--- src/hw/rtl/gmp_pkg.sv ---
// Shared types and constants for the grid minimum path cost block.
// Used by the register file, the cell cost logic and the top level.
package gmp_pkg;

   localparam int CFG_DIM_W  = 11;   // grid_cols / grid_rows register width
   localparam int START_W    = 4;    // start_cost register width
   localparam int PCOST_W    = 12;   // path_cost result width
   localparam int ROW_W      = 10;   // row counter width
   localparam int MAX_ROWS   = 1024;
   localparam int CSR_ADDR_W = 4;
   localparam int CSR_DATA_W = 32;
   localparam int REQ_DATA_W = 8;
   localparam int RSP_DATA_W = 16;

   // register index, taken from paddr[3:2]
   localparam logic [1:0] REG_GRID_COLS  = 2'd0;
   localparam logic [1:0] REG_GRID_ROWS  = 2'd1;
   localparam logic [1:0] REG_START_COST = 2'd2;

   localparam logic [CFG_DIM_W-1:0] GRID_COLS_RST  = 11'd1024;
   localparam logic [CFG_DIM_W-1:0] GRID_ROWS_RST  = 11'd1024;
   localparam logic [START_W-1:0]   START_COST_RST = 4'd2;

   typedef struct packed {
      logic [CFG_DIM_W-1:0] grid_cols;
      logic [CFG_DIM_W-1:0] grid_rows;
      logic [START_W-1:0]   start_cost;
      logic                 restart;     // size written: next item is top-left
   } cfg_type;

endpackage

--- src/hw/rtl/gmp_cell.sv ---
// Cost of one grid cell from its up, up-left and left neighbors.
// Depends on gmp_pkg for the start cost width.
module gmp_cell
   import gmp_pkg::*;
#(
   parameter int COST_BITS = 12
) (
   input  logic                 open_cell,
   input  logic                 first_row,
   input  logic                 first_col,
   input  logic [START_W-1:0]   start_cost,
   input  logic [COST_BITS:0]   up,
   input  logic [COST_BITS:0]   upleft,
   input  logic [COST_BITS:0]   left,
   output logic [COST_BITS:0]   cost
);

   localparam logic [COST_BITS:0] UNREACH  = {1'b1, {COST_BITS{1'b0}}};
   localparam logic [COST_BITS:0] COST_MAX = {1'b0, {COST_BITS{1'b1}}};

   logic [COST_BITS:0] min_ul;
   logic [COST_BITS:0] best;
   logic [COST_BITS:0] stepped;

   // unreachable words sit above every cost, so a plain compare works
   assign min_ul = (up < upleft) ? up : upleft;

   always_comb begin
      if (first_row) begin
         best = left;
      end else if (first_col) begin
         best = up;
      end else begin
         best = (min_ul < left) ? min_ul : left;
      end
   end

   always_comb begin
      if (best[COST_BITS]) begin
         stepped = UNREACH;
      end else if (best == COST_MAX) begin
         stepped = COST_MAX;
      end else begin
         stepped = best + 1'b1;
      end
   end

   always_comb begin
      if (!open_cell) begin
         cost = UNREACH;
      end else if (first_row && first_col) begin
         cost = (COST_BITS+1)'(start_cost);
      end else begin
         cost = stepped;
      end
   end

endmodule

--- config.mk ---
export PLATFORM = sky130hd
export DESIGN_NAME = gmp_cell
export DESIGN_NICKNAME = d
export VERILOG_FILES = /design/src/hw/rtl/gmp_pkg.sv /design/src/hw/rtl/gmp_cell.sv
export SDC_FILE = /design/constraint.sdc
export NUM_CORES = 1
export LEC_CHECK = 0
export BUFFER_PORTS_ARGS = -buffer_cell sky130_fd_sc_hd__buf_2
export CAP_MARGIN = 10
export CORE_ASPECT_RATIO = 1.5
export CORE_MARGIN = 3
export CORE_UTILIZATION = 46
export DETAILED_ROUTE_END_ITERATION = 16
export GPL_ROUTABILITY_DRIVEN = 1
export GPL_TIMING_DRIVEN = 0
export MAX_ROUTING_LAYER = met4
export PLACE_DENSITY = 0.77
export SYNTH_ARGS = -nofsm -noshare
export SYNTH_HDL_FRONTEND = slang
export SYNTH_SLANG_ARGS = --single-unit
--- constraint.sdc ---
create_clock -name vclk -period 5.03
set_input_delay 0 -clock vclk [all_inputs]
set_output_delay 0 -clock vclk [all_outputs]
set_load 0.01 [all_outputs]
==> run metrics <==
status completed; Max VDD drop 88.4 µV; final setup violation count 0; WP buf/inv 5; starting density of the core 48.8%; final std cells w/o fill 353; DRT iter0 DRCs 68; switching share of power 55.6%; cell breakdown of the critical path buf_2, ha_1, a21o_1, a221oi_4, o21ai_2, a21oi_4, buf_4, mux2_2, ha_1, a31o_1, a221o_1, a311oi_4, buf_6, a31oi_4, buf_4, o31ai_2, o22ai_2, nor3_4, and2_4, a21boi_1, a311oi_2, buf_2; io pins 59; cell family with most CP delay compound AO/OA/AOI/OAI gates; register share of total power 0%; Clk pwr share 0%; critical path capture point type primary output; headroom to the max-slew limit 59.5%; Fin. Hold Viols 0; CP Max Fanout 6; placed cell count 338; DRC 0; Ant. Diodes 0; Syn Inst Count 237; hold_sp start_cost[0]; Pwr Density 138 nW/µm²; commonest non-fill, non-tap cell in the layout buf_2; switching power 178 µW; Multi-input gate area 1690 µm²; Pre-antenna DRT Iters 4; Worst Hold End cost[0]; register area share after synthesis 0%; IO buf count 59; FFs & Latches 0; Int Pwr 142 µW; Final Net Count 384; worst hold path class primary input to primary output; detailed placement HPWL 4090 µm; max-cap violations 0; dpl ws -0.261 ns; Comb power frac 100.0%; Crit path arrival time 4.88 ns; first-pass GRT wire length 7690 µm; GR Overflow Total 0; final period demand of the worst path 4.88 ns; Post-Syn Area 1680 µm²; average size of a mapped cell 7.10 µm²; largest net degree at the start of global routing 11; Fillers 316; hold path depth 3; Reg area 0 µm²; DR WL/cell 15.3 µm; Core Region 3450 µm²; critical path launch point type primary input; antenna violations before repair 0; DIE AREA 4440 µm²; GRT Util Overall 21.0%; Critical Path RT 5.03 ns; Synth Warn # 0; Placed Area 2030 µm²; Slew @ Worst Pin 0.607 ns; post-layout util 67.5%; most frequent cells in the layout 60 x buf_2, 37 x inv_1, 24 x ha_1, 23 x nand2_1, 17 x a21oi_1; Setup CP Type primary input to primary output; Area Overhead vs Synth 38.4%; layout cells sized above 1 37.9%; PnR worst setup slack 0.155 ns; max frequency 205 MHz; Routed Antenna Nets 0; Final GP Congestion 0.894; routed via count 2011; fin area 2330 µm²; vias in the first global route 1808; Tcrit/Tclk final 96.9%; syn nets 308; Leak 0.00118 µW; vias per cell 5.70; CP peak stage delay 0.38 ns; final hold slack 0.284 ns; Die Ht 80.1 µm; Synth cell types 60; row cnt 26; Routed Wire Length 5420 µm; Final Max Slew Viols 0; Clock buffer cells 0; Crit-path slowest cell o31ai_2; Die Width 55.4 µm
-- cells by family after synthesis --
family	share of synthesized area, %
adders and majority gates	18.6
buffers and inverters	9.89
xor gates and xnor gates	2.60
muxes	6.17
AOI/OAI and AO/OA	39.7
and+or+nand+nor	23.0
-- metal layers --
layer,up-vias,global-route usage (%),wire [µm]
met1,911,22.6,2200
li1,1030,-,-
met5,-,-,0
met2,58,42.3,2850
met4,0,2.92,168
met3,12,1.13,197
-- per-stage QoR --
step / TNS (ns) / total power, µW
floorplan: 0 / 184
global placement: -1.36 / 248
detailed placement: -1.94 / 252
CTS: 0 / 261
global route: -0.180 / 348
finish: 0 / 321
-- final cells by class --
type                       count  area share, %
multi-input combinational    194           72.7
timing repair buffer          74           17.7
tap                           42           2.26
inverter                      37           5.96
buffer                         6           1.40
-- synth_stat cells (all sizes together), types with 2 or more instances --
library cell	number	area, µm²
a32oi	3	26.3
nor3	5	36.3
ha	25	313
o221ai	2	17.5
mux2i	7	70.1
a21oi	23	134
a22oi	3	22.5
inv	37	139
clkbuf	2	7.51
a21boi	2	15.0
nor2b	2	12.5
nor4	2	18.8
xnor2	4	35.0
o22ai	3	18.8
mux2	3	33.8
o21ai	12	63.8
a221o	4	40.0
nor2	8	30.0
or3	4	25.0
nand2	23	86.3
a221oi	2	23.8
nand3	6	35.0
or2	2	12.5
nand2b	3	18.8
and4	2	17.5
a21o	9	67.6
and2	7	46.3
o31ai	7	80.1
a31oi	4	40.0
a311oi	2	41.3
buf	4	20.0
nand4	3	18.8
-- worst max path at each step --
stage              start       end  slack, ns  cells after the start
3_5_place_dp       up[8]  cost[10]      -0.26                     24
2_1_floorplan  upleft[6]   cost[8]       0.63                     23
5_1_grt        upleft[6]  cost[10]      -0.08                     24
3_3_place_gp       up[8]   cost[1]      -0.20                     24
4_1_cts            up[8]   cost[8]      0.003                     23
6_report           up[6]  cost[10]       0.15                     22
-- power by group through the flow --
stage               Sequential (µW)  Combinational [µW]  Clock, µW
CTS                               0                 261          0
finish                            0                 321          0
global placement                  0                 248          0
detailed placement                0                 252          0
floorplan                         0                 184          0
global route                      0                 348          0
-- what timing repair did --
action / 4_1_cts / 5_1_grt
endpoints found under the hold margin: 0 / 0
buffers inserted: 2 / 13
gates resized for setup: 4 / 29
pin swaps: 3 / 9
hold buffers: 0 / 0
setup endpoints to repair: 12 / 12
(Power assumes the default switching activity.)
