File: src/hw/rtl/gmp_pkg.sv
// Shared types and constants for the grid minimum path cost block.
// Used by the register file, the cell cost logic and the top level.
package gmp_pkg;

   localparam int CFG_DIM_W  = 11;   // grid_cols / grid_rows register width
   localparam int START_W    = 4;    // start_cost register width
   localparam int PCOST_W    = 12;   // path_cost result width
   localparam int ROW_W      = 10;   // row counter width
   localparam int MAX_ROWS   = 1024;
   localparam int CSR_ADDR_W = 4;
   localparam int CSR_DATA_W = 32;
   localparam int REQ_DATA_W = 8;
   localparam int RSP_DATA_W = 16;

   // register index, taken from paddr[3:2]
   localparam logic [1:0] REG_GRID_COLS  = 2'd0;
   localparam logic [1:0] REG_GRID_ROWS  = 2'd1;
   localparam logic [1:0] REG_START_COST = 2'd2;

   localparam logic [CFG_DIM_W-1:0] GRID_COLS_RST  = 11'd1024;
   localparam logic [CFG_DIM_W-1:0] GRID_ROWS_RST  = 11'd1024;
   localparam logic [START_W-1:0]   START_COST_RST = 4'd2;

   typedef struct packed {
      logic [CFG_DIM_W-1:0] grid_cols;
      logic [CFG_DIM_W-1:0] grid_rows;
      logic [START_W-1:0]   start_cost;
      logic                 restart;     // size written: next item is top-left
   } cfg_type;

endpackage

File: src/hw/rtl/gmp_csr.sv
// Configuration registers behind an APB-style port.
// Depends on gmp_pkg for register indexes, widths and the config struct.
module gmp_csr
   import gmp_pkg::*;
(
   input  logic                  clock,
   input  logic                  reset,
   input  logic                  csr_psel,
   input  logic                  csr_penable,
   input  logic                  csr_pwrite,
   input  logic [CSR_ADDR_W-1:0] csr_paddr,
   input  logic [CSR_DATA_W-1:0] csr_pwdata,
   output logic [CSR_DATA_W-1:0] csr_prdata,
   output logic                  csr_pready,
   output cfg_type               cfg
);

   logic [CFG_DIM_W-1:0] cols_ff, cols_in;
   logic [CFG_DIM_W-1:0] rows_ff, rows_in;
   logic [START_W-1:0]   start_ff, start_in;
   logic                 restart;
   logic                 wr_en;
   logic [1:0]           reg_idx;

   assign csr_pready = 1'b1;
   assign wr_en      = csr_psel && csr_penable && csr_pwrite && csr_pready;
   assign reg_idx    = csr_paddr[3:2];

   always_comb begin
      cols_in  = cols_ff;
      rows_in  = rows_ff;
      start_in = start_ff;
      restart  = 1'b0;
      if (wr_en) begin
         unique case (reg_idx)
            REG_GRID_COLS: begin
               cols_in = csr_pwdata[CFG_DIM_W-1:0];
               restart = 1'b1;
            end
            REG_GRID_ROWS: begin
               rows_in = csr_pwdata[CFG_DIM_W-1:0];
               restart = 1'b1;
            end
            REG_START_COST: begin
               start_in = csr_pwdata[START_W-1:0];
            end
            default: begin
            end
         endcase
      end
   end

   always_comb begin
      unique case (reg_idx)
         REG_GRID_COLS:  csr_prdata = CSR_DATA_W'(cols_ff);
         REG_GRID_ROWS:  csr_prdata = CSR_DATA_W'(rows_ff);
         REG_START_COST: csr_prdata = CSR_DATA_W'(start_ff);
         default:        csr_prdata = '0;
      endcase
   end

   always_ff @(posedge clock) begin
      if (reset) begin
         cols_ff  <= GRID_COLS_RST;
         rows_ff  <= GRID_ROWS_RST;
         start_ff <= START_COST_RST;
      end else begin
         cols_ff  <= cols_in;
         rows_ff  <= rows_in;
         start_ff <= start_in;
      end
   end

   assign cfg.grid_cols  = cols_ff;
   assign cfg.grid_rows  = rows_ff;
   assign cfg.start_cost = start_ff;
   assign cfg.restart    = restart;

endmodule

File: config.mk
export PLATFORM = sky130hd
export DESIGN_NAME = gmp_csr
export DESIGN_NICKNAME = d
export VERILOG_FILES = /design/src/hw/rtl/gmp_pkg.sv /design/src/hw/rtl/gmp_csr.sv
export SDC_FILE = /design/constraint.sdc
export NUM_CORES = 1
export LEC_CHECK = 0
export BUFFER_PORTS_ARGS = -buffer_cell sky130_fd_sc_hd__buf_2
export CORE_ASPECT_RATIO = 0.7
export CORE_MARGIN = 4
export CORE_UTILIZATION = 30
export DETAILED_ROUTE_END_ITERATION = 8
export PLACE_DENSITY = 0.71
export SLEW_MARGIN = 0
export SYNTH_ARGS = -nofsm -noshare
export SYNTH_HDL_FRONTEND = slang
export SYNTH_SLANG_ARGS = --single-unit
export TNS_END_PERCENT = 100
File: constraint.sdc
create_clock -name clock -period 1.5 [get_ports clock]
set_input_delay 0.3 -clock clock [delete_from_list [all_inputs] [get_ports clock]]
set_output_delay 0.3 -clock clock [all_outputs]
set_load 0.05 [all_outputs]
==> results of run 1 <==
[logic make-up (layout without fill, tap and decap cells)]
logic type	after synthesis	after routing
mux	37	37
flops	26	26
compound gates	4	4
other cells	2	22
simple gates	56	56
buf+inv	34	72
[sequential cells by signal, summed over array words and instances (netlist names)]
name and count:
cols_ff 11, rows_ff 11, start_ff 4
[layer usage]
layer  wire, um  GRT usage, %  up-vias
met2       1480          16.1       43
met4          0         0.564        0
li1           -             -      586
met3        284          4.51        0
met1       1650          15.4      526
met5          0             0        -
[worst max-delay path by stage]
stage | to | cells past startpoint | startpoint | slack, ns
after floorplan | csr_prdata[3] | 2 | start_ff[3] | -0.06
after global placement | rows_ff[6] | 6 | csr_paddr[3] | 0.02
after detailed placement | rows_ff[8] | 6 | csr_paddr[3] | -0.02
after CTS | csr_prdata[1] | 5 | csr_paddr[3] | 0.05
after global routing | csr_prdata[0] | 3 | cols_ff[0] | 0.002
final | csr_prdata[1] | 5 | csr_paddr[3] | 0.06
[layout make-up]
class / instances / area (um^2)
multi-input combinational: 119 / 875
clock buffer: 3 / 41.3
clock inverter: 1 / 30.0
timing repair buffer: 68 / 385
tap: 66 / 82.6
fill: 464 / 2590
sequential: 26 / 523
[worst max-delay path, cell delays in order]
cell and delay, ns:
buf_2 0.16, buf_4 0.19, mux2i_1 0.22, o21ai_2 0.06, buf_2 0.20
[metrics by stage]
stage	setup TNS [ns]	instance area [um^2]
5_1_grt	0	1940
6_report	0	1940
3_3_place_gp	0	1870
3_5_place_dp	-0.0767	1870
4_1_cts	0	1940
2_1_floorplan	-0.185	1630
[Yosys cell counts]
| cell type | instances |
|---|---|
| clkbuf_1 | 4 |
| buf_4 | 24 |
| nand2b_1 | 33 |
| nor2_1 | 13 |
| mux2i_1 | 37 |
| nand2_1 | 4 |
| buf_6 | 1 |
| clkbuf_2 | 1 |
| or3_1 | 1 |
| nor3b_2 | 1 |
| or3b_1 | 1 |
| conb_1 | 2 |
| nor3_1 | 1 |
| nor2b_1 | 1 |
| buf_2 | 4 |
| o21ai_0 | 4 |
| dfxtp_1 | 26 |
| nand3_2 | 1 |
[cells in the final DEF, fill, tap and decap left out, drive strengths merged]
| master | synthesis | final |
|---|---|---|
| conb | 2 | 22 |
| nand3 | 1 | 1 |
| or3b | 1 | 1 |
| nor3b | 1 | 1 |
| nand2b | 33 | 33 |
| nor2b | 1 | 1 |
| mux2i | 37 | 37 |
| buf | 29 | 68 |
| bufinv | 0 | 1 |
| or3 | 1 | 1 |
| dfxtp | 26 | 26 |
| nand2 | 4 | 4 |
| o21ai | 4 | 4 |
| clkbuf | 5 | 3 |
| nor3 | 1 | 1 |
| nor2 | 13 | 13 |
[report_power, final]
part           switching (mW)  total (mW)  leakage [nW]  internal (mW)
sequential            0.00696       0.706         0.211          0.699
clock                   0.221       0.578        0.0357          0.357
combinational           0.252       0.336         0.723         0.0838
==> summary.txt, run 1 <==
Yosys
  – Post-synthesis adder-cell area fraction: 0%
  – Area contributors post-synth: dfxtp_1, mux2i_1, nand2b_1
  – Yosys top cell area share: 35.4%
  – Post-synthesis sequential area ratio: 35.4%
  – Syn Inst Count: 159
  – Complex-gate fraction of the synthesized area: 1.36%
  – XOR/XNOR Fraction of Synth Area: 0%
  – Largest family of logic cells by synthesized area: multiplexers
  – Post-synthesis mux area share: 25.2%
  – Yosys top cell by area: dfxtp_1
  – Synth Warn #: 0
  – Mean Syn Cell Area: 9.24 um^2
  – Post-synthesis instance area: 1470 um^2
  – Simple-gate share of the synthesized area: 21.7%
  – Synth cell types: 18
  – Register bit total from synthesis: 26

Die
  – # IOs: 101
  – Die H: 66.5 um
  – Core Box Area: 4530 um^2
  – Die area: 6100 um^2
  – Rows: 20
  – Die Wd: 91.6 um
  – Starting density of the core: 32.4%

Route
  – # DRC: 0
  – Wire length after detailed routing: 3420 um
  – DR iter-0 viols: 24
  – Drt wl/cell: 12.1 um
  – Vias/cell: 4.08
  – Drt pass-1 iters: 4
  – Via count: 1155
  – Antenna-violating nets left: 0

Timing
  – Final Hold Violating Endpoints: 0
  – Worst slew margin: 66.5%
  – Final min period: 1.44 ns
  – Clock Skew: 0 ns
  – Unrepaired setup endpoints after global routing: no
  – Hold slack final: 0.304 ns
  – Final Max Slew Viols: 0
  – Max Fclk: 0.694 GHz
  – Final period util: 96.1%
  – Count of final setup violators: 0
  – Worst-Margin Slew: 0.502 ns
  – Final setup margin: 0.0590 ns

Pwr
  – Power Total: 1.62 mW
  – PD cells: 836 nW/um^2
  – VDD IR max: 361 uV
  – Static Leakage: 0.970 nW

Finish
  – Final core occ: 42.8%
  – Layout Nets: 259
  – Antenna Cells: 0
  – Fraction of layout cells with a size suffix above 1: 40.1%
  – Non-filler cells, final: 283
  – Area added between synthesis and finish: 31.9%

Worst setup path
  – R2R setup slack: 0.87 ns
  – Max FO, Critical Path: 5
  – Crit path kind: in2out
  – Reg2reg start: rows_ff[10]
  – Startpoint types: input pin
  – Worst R2R Path Depth: 2
  – Critical Path AT: 1.14 ns
  – Worst endpoint required time: 1.20 ns
  – Worst flop-to-flop path endpoint: rows_ff[10]
  – CP Capture Type: output pin

Global route
  – Number of global-route vias before repair: 1090
  – GRT Total Usage: 10.9%
  – First-pass GRT wire length: 5290 um
  – Grt total ovfl: 0
  – Largest net degree at the start of global routing: 39
  – Initial antenna violation count: 0

Clock tree
  – Clock-pin slew on the worst setup and hold paths: 0.09 ns
  – Clk buf depth: 2
  – Root buffer cell: clkbuf_8
  – Post-CTS Setup Inserts: 0
  – CTS Buf Count: 3
  – CTS tree: built
  – Post-cts gate resize count: 0
  – Clk sinks: 26
  – Post-CTS Hold Buffers: 0
  – CTS H-tree depth: 1
  – Worst-Skew Late Latency: 0.27 ns

Min path
  – Hold path startpoint: csr_pwdata[4]
  – Hold endpoint: cols_ff[4]
  – Hold path cells: 3
  – Worst Hold Class: in2reg

Place
  – Placer Congestion: 0.742
  – Number of cells after detailed placement: 279
  – Hpwl dp: 2720 um
  – Post-Place Worst Slack: -0.0236 ns
  – Port Buffers: 55

Run status
  – Status: finished, final reports clean

Job
  – Max cap viols: 0
(Power assumes the default switching activity.)
==> inputs of run 2 (changes only) <==
--- a/config.mk
+++ b/config.mk
@@ -6,11 +6,13 @@
 export NUM_CORES = 1
 export LEC_CHECK = 0
 export BUFFER_PORTS_ARGS = -buffer_cell sky130_fd_sc_hd__buf_2
+export CELL_PAD_IN_SITES_DETAIL_PLACEMENT = 2
+export CELL_PAD_IN_SITES_GLOBAL_PLACEMENT = 2
 export CORE_ASPECT_RATIO = 0.7
 export CORE_MARGIN = 4
-export CORE_UTILIZATION = 30
+export CORE_UTILIZATION = 22
 export DETAILED_ROUTE_END_ITERATION = 8
-export PLACE_DENSITY = 0.71
+export PLACE_DENSITY = 0.9
 export SLEW_MARGIN = 0
 export SYNTH_ARGS = -nofsm -noshare
 export SYNTH_HDL_FRONTEND = slang
==> run 2 against run 1 <==
Register-to-register slack lost 0.05 ns. Global-route usage grew 0.14 points. Final cell count grew 9.9%. Fmax grew 0.42%. Die area grew 32%. Routed wire length grew 29%. Clock skew is the same. Critical path depth is the same. Clock power shrank 21%. Final area grew 5.6%. Power shrank 5.5%. Critical endpoint is now csr_prdata[10].
==> summary.txt, run 2 (same netlist as run 1, synthesis figures left out) <==
Clock tree
  – Clk sinks: 26
  – CTS H-tree depth: 1
  – Worst-Skew Late Latency: 0.26 ns
  – CTS Buf Count: 3
  – Root buffer cell: clkbuf_8
  – Post-CTS Hold Buffers: 0
  – Post-CTS Setup Inserts: 0
  – CTS tree: built
  – Clk buf depth: 2
  – Clock-pin slew on the worst setup and hold paths: 0.10 ns

Die
  – Die H: 76.4 um
  – Die area: 8070 um^2
  – # IOs: 101
  – Die Wd: 106 um
  – Starting density of the core: 23.1%
  – Rows: 24
  – Core Box Area: 6370 um^2

Job
  – Max cap viols: 0

Route
  – Drt pass-1 iters: 2
  – Routed wl met3: 274 um
  – Antenna-violating nets left: 0
  – Wire length after detailed routing: 4410 um
  – # DRC: 0
  – Met2 WL post-DR: 2260 um
  – DR iter-0 viols: 30
  – Drt wl/cell: 14.2 um
  – Uppermost routed layer: met4
  – Vias/cell: 4.01
  – Via count: 1246
  – WL met1: 1870 um

Worst setup path
  – Worst R2R Path Depth: 2
  – Worst endpoint required time: 1.20 ns
  – Startpoint types: input pin
  – Critical Path AT: 1.13 ns
  – Max FO, Critical Path: 8
  – Crit path kind: in2out
  – CP Capture Type: output pin

Finish
  – Commonest non-fill, non-tap cells in the layout: buf_2, mux2i_1, nand2b_1
  – Largest registers: cols_ff: 11 flops, rows_ff: 11 flops, start_ff: 4 flops
  – Final Instance Area: 2040 um^2
  – Fraction of layout cells with a size suffix above 1: 42.7%
  – Area added between synthesis and finish: 39.2%
  – Layout Nets: 262
  – Antenna Cells: 0
  – Most common cell after layout, fill and taps aside: buf_2
  – Fill cells: 749
  – Final core occ: 32.1%

Timing
  – Final period util: 95.7%
  – Unrepaired setup endpoints after global routing: no
  – Final Max Slew Viols: 0
  – Count of final setup violators: 0
  – Final Hold Violating Endpoints: 0
  – Max Fclk: 0.697 GHz
  – Clock Skew: 0 ns
  – Final min period: 1.43 ns

Global route
  – Initial antenna violation count: 0
  – GRT Total Usage: 11.0%
  – Largest net degree at the start of global routing: 37
  – Grt total ovfl: 0
  – First-pass GRT wire length: 7230 um
  – Number of global-route vias before repair: 1350

Min path
  – Worst Hold Class: in2reg
  – Hold path cells: 3

Run status
  – Status: finished, final reports clean

Place
  – Hpwl dp: 3530 um
  – Area after DPL: 1960 um^2
  – Placer Congestion: 0.683
  – Port Buffers: 55

Pwr
  – VDD IR max: 317 uV
  – PD cells: 749 nW/um^2
  – Static Leakage: 0.980 nW
[run 2: changes by cell type in the layout (fill, tap and decap cells not counted)]
cell / delta
mux2i_1: -4
bufinv_16: -1
mux2i_2: +4
buf_12: +3
clkbuf_8: +1
buf_2: -7
clkbuf_4: +3
buf_4: +4
[run 2: metal layers]
| layer | vias up | global-route usage (%) |
|---|---|---|
| li1 | 602 | - |
| met1 | 603 | 13.4 |
| met2 | 39 | 20.1 |
| met3 | 2 | 3.39 |
| met4 | 0 | 0.388 |
| met5 | - | 0 |
[run 2: stage by stage]
| step | cells | total power, mW | hold WS (ns) | setup TNS (ns) | setup WS, ns |
|---|---|---|---|---|---|
| global placement | 307 | 1.08 | 0.473 | -0.0113 | -0.00585 |
| floorplan | 179 | 1.03 | 0.461 | -0.185 | -0.0643 |
| finish | 311 | 1.53 | 0.308 | 0 | 0.0651 |
| detailed placement | 307 | 1.09 | 0.488 | -0.0566 | -0.0250 |
| CTS | 311 | 1.56 | 0.300 | 0 | 0.00688 |
| global route | 311 | 1.61 | 0.306 | 0 | 0.00134 |
[run 2: cell type report]
class                   instances  area (um^2)  area share, %
multi-input cells             119          890           43.5
flip-flops and latches         26          523           25.6
repair buffers                 71          463           22.6
well taps                      91          114           5.57
clock buffers                   4         55.1           2.69
[run 2: path summary, 6_finish.rpt]
kind	slack, ns	start	endpoint
max reg2reg	0.82	cols_ff[7]	cols_ff[7]
min reg2reg	0.50	cols_ff[2]	cols_ff[2]
max	0.07	csr_paddr[2]	csr_prdata[10]
min	0.31	csr_pwdata[6]	cols_ff[6]
[run 2: timing repair]
action | 4_1_cts | 5_1_grt
gates cloned | 0 | 0
endpoints found under the setup margin | 4 | 8
gates resized for setup | 4 | 8
pin swaps | 0 | 0
[run 2: critical path, stage by stage]
cell and delay, ns:
clkbuf_4 0.18, buf_12 0.13, mux2i_1 0.27, nor2_4 0.04, buf_2 0.21
[run 2: report_power, final]
group	total, mW	leakage, nW	internal, mW	switching [mW]
registers	0.707	0.211	0.699	0.00785
logic	0.366	0.740	0.105	0.262
clock network	0.458	0.0288	0.235	0.223
==> inputs of run 3 (changes only) <==
--- a/config.mk
+++ b/config.mk
@@ -6,13 +6,13 @@
 export NUM_CORES = 1
 export LEC_CHECK = 0
 export BUFFER_PORTS_ARGS = -buffer_cell sky130_fd_sc_hd__buf_2
-export CELL_PAD_IN_SITES_DETAIL_PLACEMENT = 2
-export CELL_PAD_IN_SITES_GLOBAL_PLACEMENT = 2
+export CELL_PAD_IN_SITES_DETAIL_PLACEMENT = 0
+export CELL_PAD_IN_SITES_GLOBAL_PLACEMENT = 1
 export CORE_ASPECT_RATIO = 0.7
 export CORE_MARGIN = 4
-export CORE_UTILIZATION = 22
+export CORE_UTILIZATION = 25
 export DETAILED_ROUTE_END_ITERATION = 8
-export PLACE_DENSITY = 0.9
+export PLACE_DENSITY = 0.81
 export SLEW_MARGIN = 0
 export SYNTH_ARGS = -nofsm -noshare
 export SYNTH_HDL_FRONTEND = slang
==> run 3 against run 2 <==
Fmax rose by 1.1%. Sequential power barely moved. Via count fell by 7.3%. Power fell by 2.3%. Final area fell by 4.2%. Clock skew did not move. Combinational power fell by 6.6%.
==> summary.txt, run 3 (same netlist as run 1, synthesis figures left out) <==
Timing
  – Unrepaired setup endpoints after global routing: no
  – Final period util: 94.6%
  – Final Hold Violating Endpoints: 0
  – Final Max Slew Viols: 0
  – Final min period: 1.42 ns
  – Count of final setup violators: 0
  – Max Fclk: 0.705 GHz
  – Clock Skew: 0 ns

Finish
  – Largest registers: cols_ff: 11 flops, rows_ff: 11 flops, start_ff: 4 flops
  – Fill cells: 608
  – Final Instance Area: 1960 um^2
  – Area of the multi-input gates: 875 um^2
  – Fraction of layout cells with a size suffix above 1: 39.8%
  – Commonest non-fill, non-tap cells in the layout: buf_2, mux2i_1, nand2b_1
  – Area added between synthesis and finish: 33.3%
  – Layout Nets: 258
  – Antenna Cells: 0
  – Most common cell after layout, fill and taps aside: buf_2
  – Non-filler cells, final: 291
  – Final core occ: 34.4%
  – Seq. cell area: 523 um^2

Place
  – Number of cells after detailed placement: 287
  – Placer Congestion: 0.610
  – Hpwl dp: 2750 um
  – Port Buffers: 55
  – Area after DPL: 1880 um^2

Pwr
  – Internal Power: 1.02 mW
  – Logic pwr share: 22.9%
  – VDD IR max: 377 uV
  – Clock Power Share: 30.0%
  – Power Total: 1.50 mW
  – Switching share of power: 31.7%
  – NetSw: 0.474 mW
  – PD cells: 764 nW/um^2
  – Static Leakage: 0.961 nW
  – Seq pwr share: 47.2%

Clock tree
  – Clock-pin slew on the worst setup and hold paths: 0.09 ns
  – Clk sinks: 26
  – CTS H-tree depth: 1
  – Clk buf depth: 2
  – CTS Buf Count: 3
  – Root buffer cell: clkbuf_8
  – CTS tree: built
  – Post-CTS Hold Buffers: 0
  – Worst-Skew Late Latency: 0.26 ns
  – Post-CTS Setup Inserts: 0
  – Post-cts gate resize count: 0

Global route
  – Number of global-route vias before repair: 1100
  – Initial antenna violation count: 0
  – Largest net degree at the start of global routing: 38
  – Grt total ovfl: 0
  – First-pass GRT wire length: 5600 um
  – GRT Total Usage: 9.82%

Worst setup path
  – Max FO, Critical Path: 3
  – Worst endpoint required time: 1.20 ns
  – Startpoint types: flip-flop
  – Critical Path AT: 1.12 ns
  – R2R setup slack: 0.87 ns
  – CP startpoint: rows_ff[8]
  – Reg2reg start: cols_ff[10]
  – CP Capture Type: output pin
  – Worst R2R Path Depth: 2
  – Crit path kind: reg2out
  – Critical Path End: csr_prdata[8]
  – Worst flop-to-flop path endpoint: cols_ff[10]

Route
  – Drt wl/cell: 12.0 um
  – Drt pass-1 iters: 4
  – DR iter-0 viols: 16
  – Wire length after detailed routing: 3510 um
  – # DRC: 0
  – Antenna-violating nets left: 0
  – Via count: 1155
  – Vias/cell: 3.97

Job
  – Max cap viols: 0

Die
  – Die area: 7190 um^2
  – Rows: 23
  – Die H: 72.1 um
  – # IOs: 101
  – Core Box Area: 5700 um^2
  – Starting density of the core: 25.8%
  – Die Wd: 99.6 um

Min path
  – Worst Hold Class: in2reg

Run status
  – Status: finished, final reports clean
-- run 3: cell types whose count changed in the layout (fill, tap and decap cells not counted) --
| cell | previous run | this run |
|---|---|---|
| mux2i_2 | 4 | 0 |
| buf_4 | 16 | 12 |
| mux2i_1 | 33 | 37 |
| buf_12 | 4 | 2 |
| clkbuf_4 | 3 | 4 |
| buf_6 | 0 | 1 |
-- run 3: worst max-delay path, cell delays in order (launching register included) --
cell	delay [ns]
dfxtp_1	0.39
mux2i_1	0.13
nor2_4	0.08
buf_2	0.26
-- run 3: power groups by stage --
stage          sequential (mW)  combinational (mW)  clock [mW]
5_1_grt                  0.708               0.362       0.507
6_report                 0.706               0.342       0.448
3_5_place_dp             0.722               0.342           0
4_1_cts                  0.706               0.342       0.470
2_1_floorplan            0.752               0.281           0
3_3_place_gp             0.722               0.340           0
-- run 3: layout make-up --
type                            count  area share [%]
Clock buffer                        4            2.81
Multi-Input combinational cell    119            44.7
Timing Repair Buffer               67            21.0
Tap cell                           75            4.79
Sequential cell                    26            26.7
-- run 3: per-stage QoR --
step / setup TNS, ns / setup slack [ns] / hold slack (ns)
2_1_floorplan: -0.185 / -0.0643 / 0.461
3_3_place_gp: -0.0250 / -0.00753 / 0.470
6_report: 0 / 0.0810 / 0.303
3_5_place_dp: -0.0826 / -0.0253 / 0.477
5_1_grt: 0 / 0.000436 / 0.309
4_1_cts: 0 / 0.0156 / 0.299
-- run 3: metal layers --
layer	global-route usage, %	wire [um]	vias to the layer above
met5	0	0	-
met1	13.5	1620	527
met4	0.909	8	0
li1	-	-	583
met3	3.36	291	2
met2	15.6	1590	43
-- run 3: worst min path at each step --
| stage | start | endpoint | slack (ns) | depth (start not counted) |
|---|---|---|---|---|
| 2_1_floorplan | csr_pwdata[1] | start_ff[1] | 0.46 | 2 |
| 3_3_place_gp | start_ff[2] | start_ff[2] | 0.47 | 2 |
| 3_5_place_dp | rows_ff[5] | rows_ff[5] | 0.48 | 2 |
| 4_1_cts | csr_pwdata[8] | cols_ff[8] | 0.30 | 3 |
| 5_1_grt | csr_pwdata[7] | cols_ff[7] | 0.31 | 3 |
| 6_report | csr_pwdata[8] | cols_ff[8] | 0.30 | 3 |
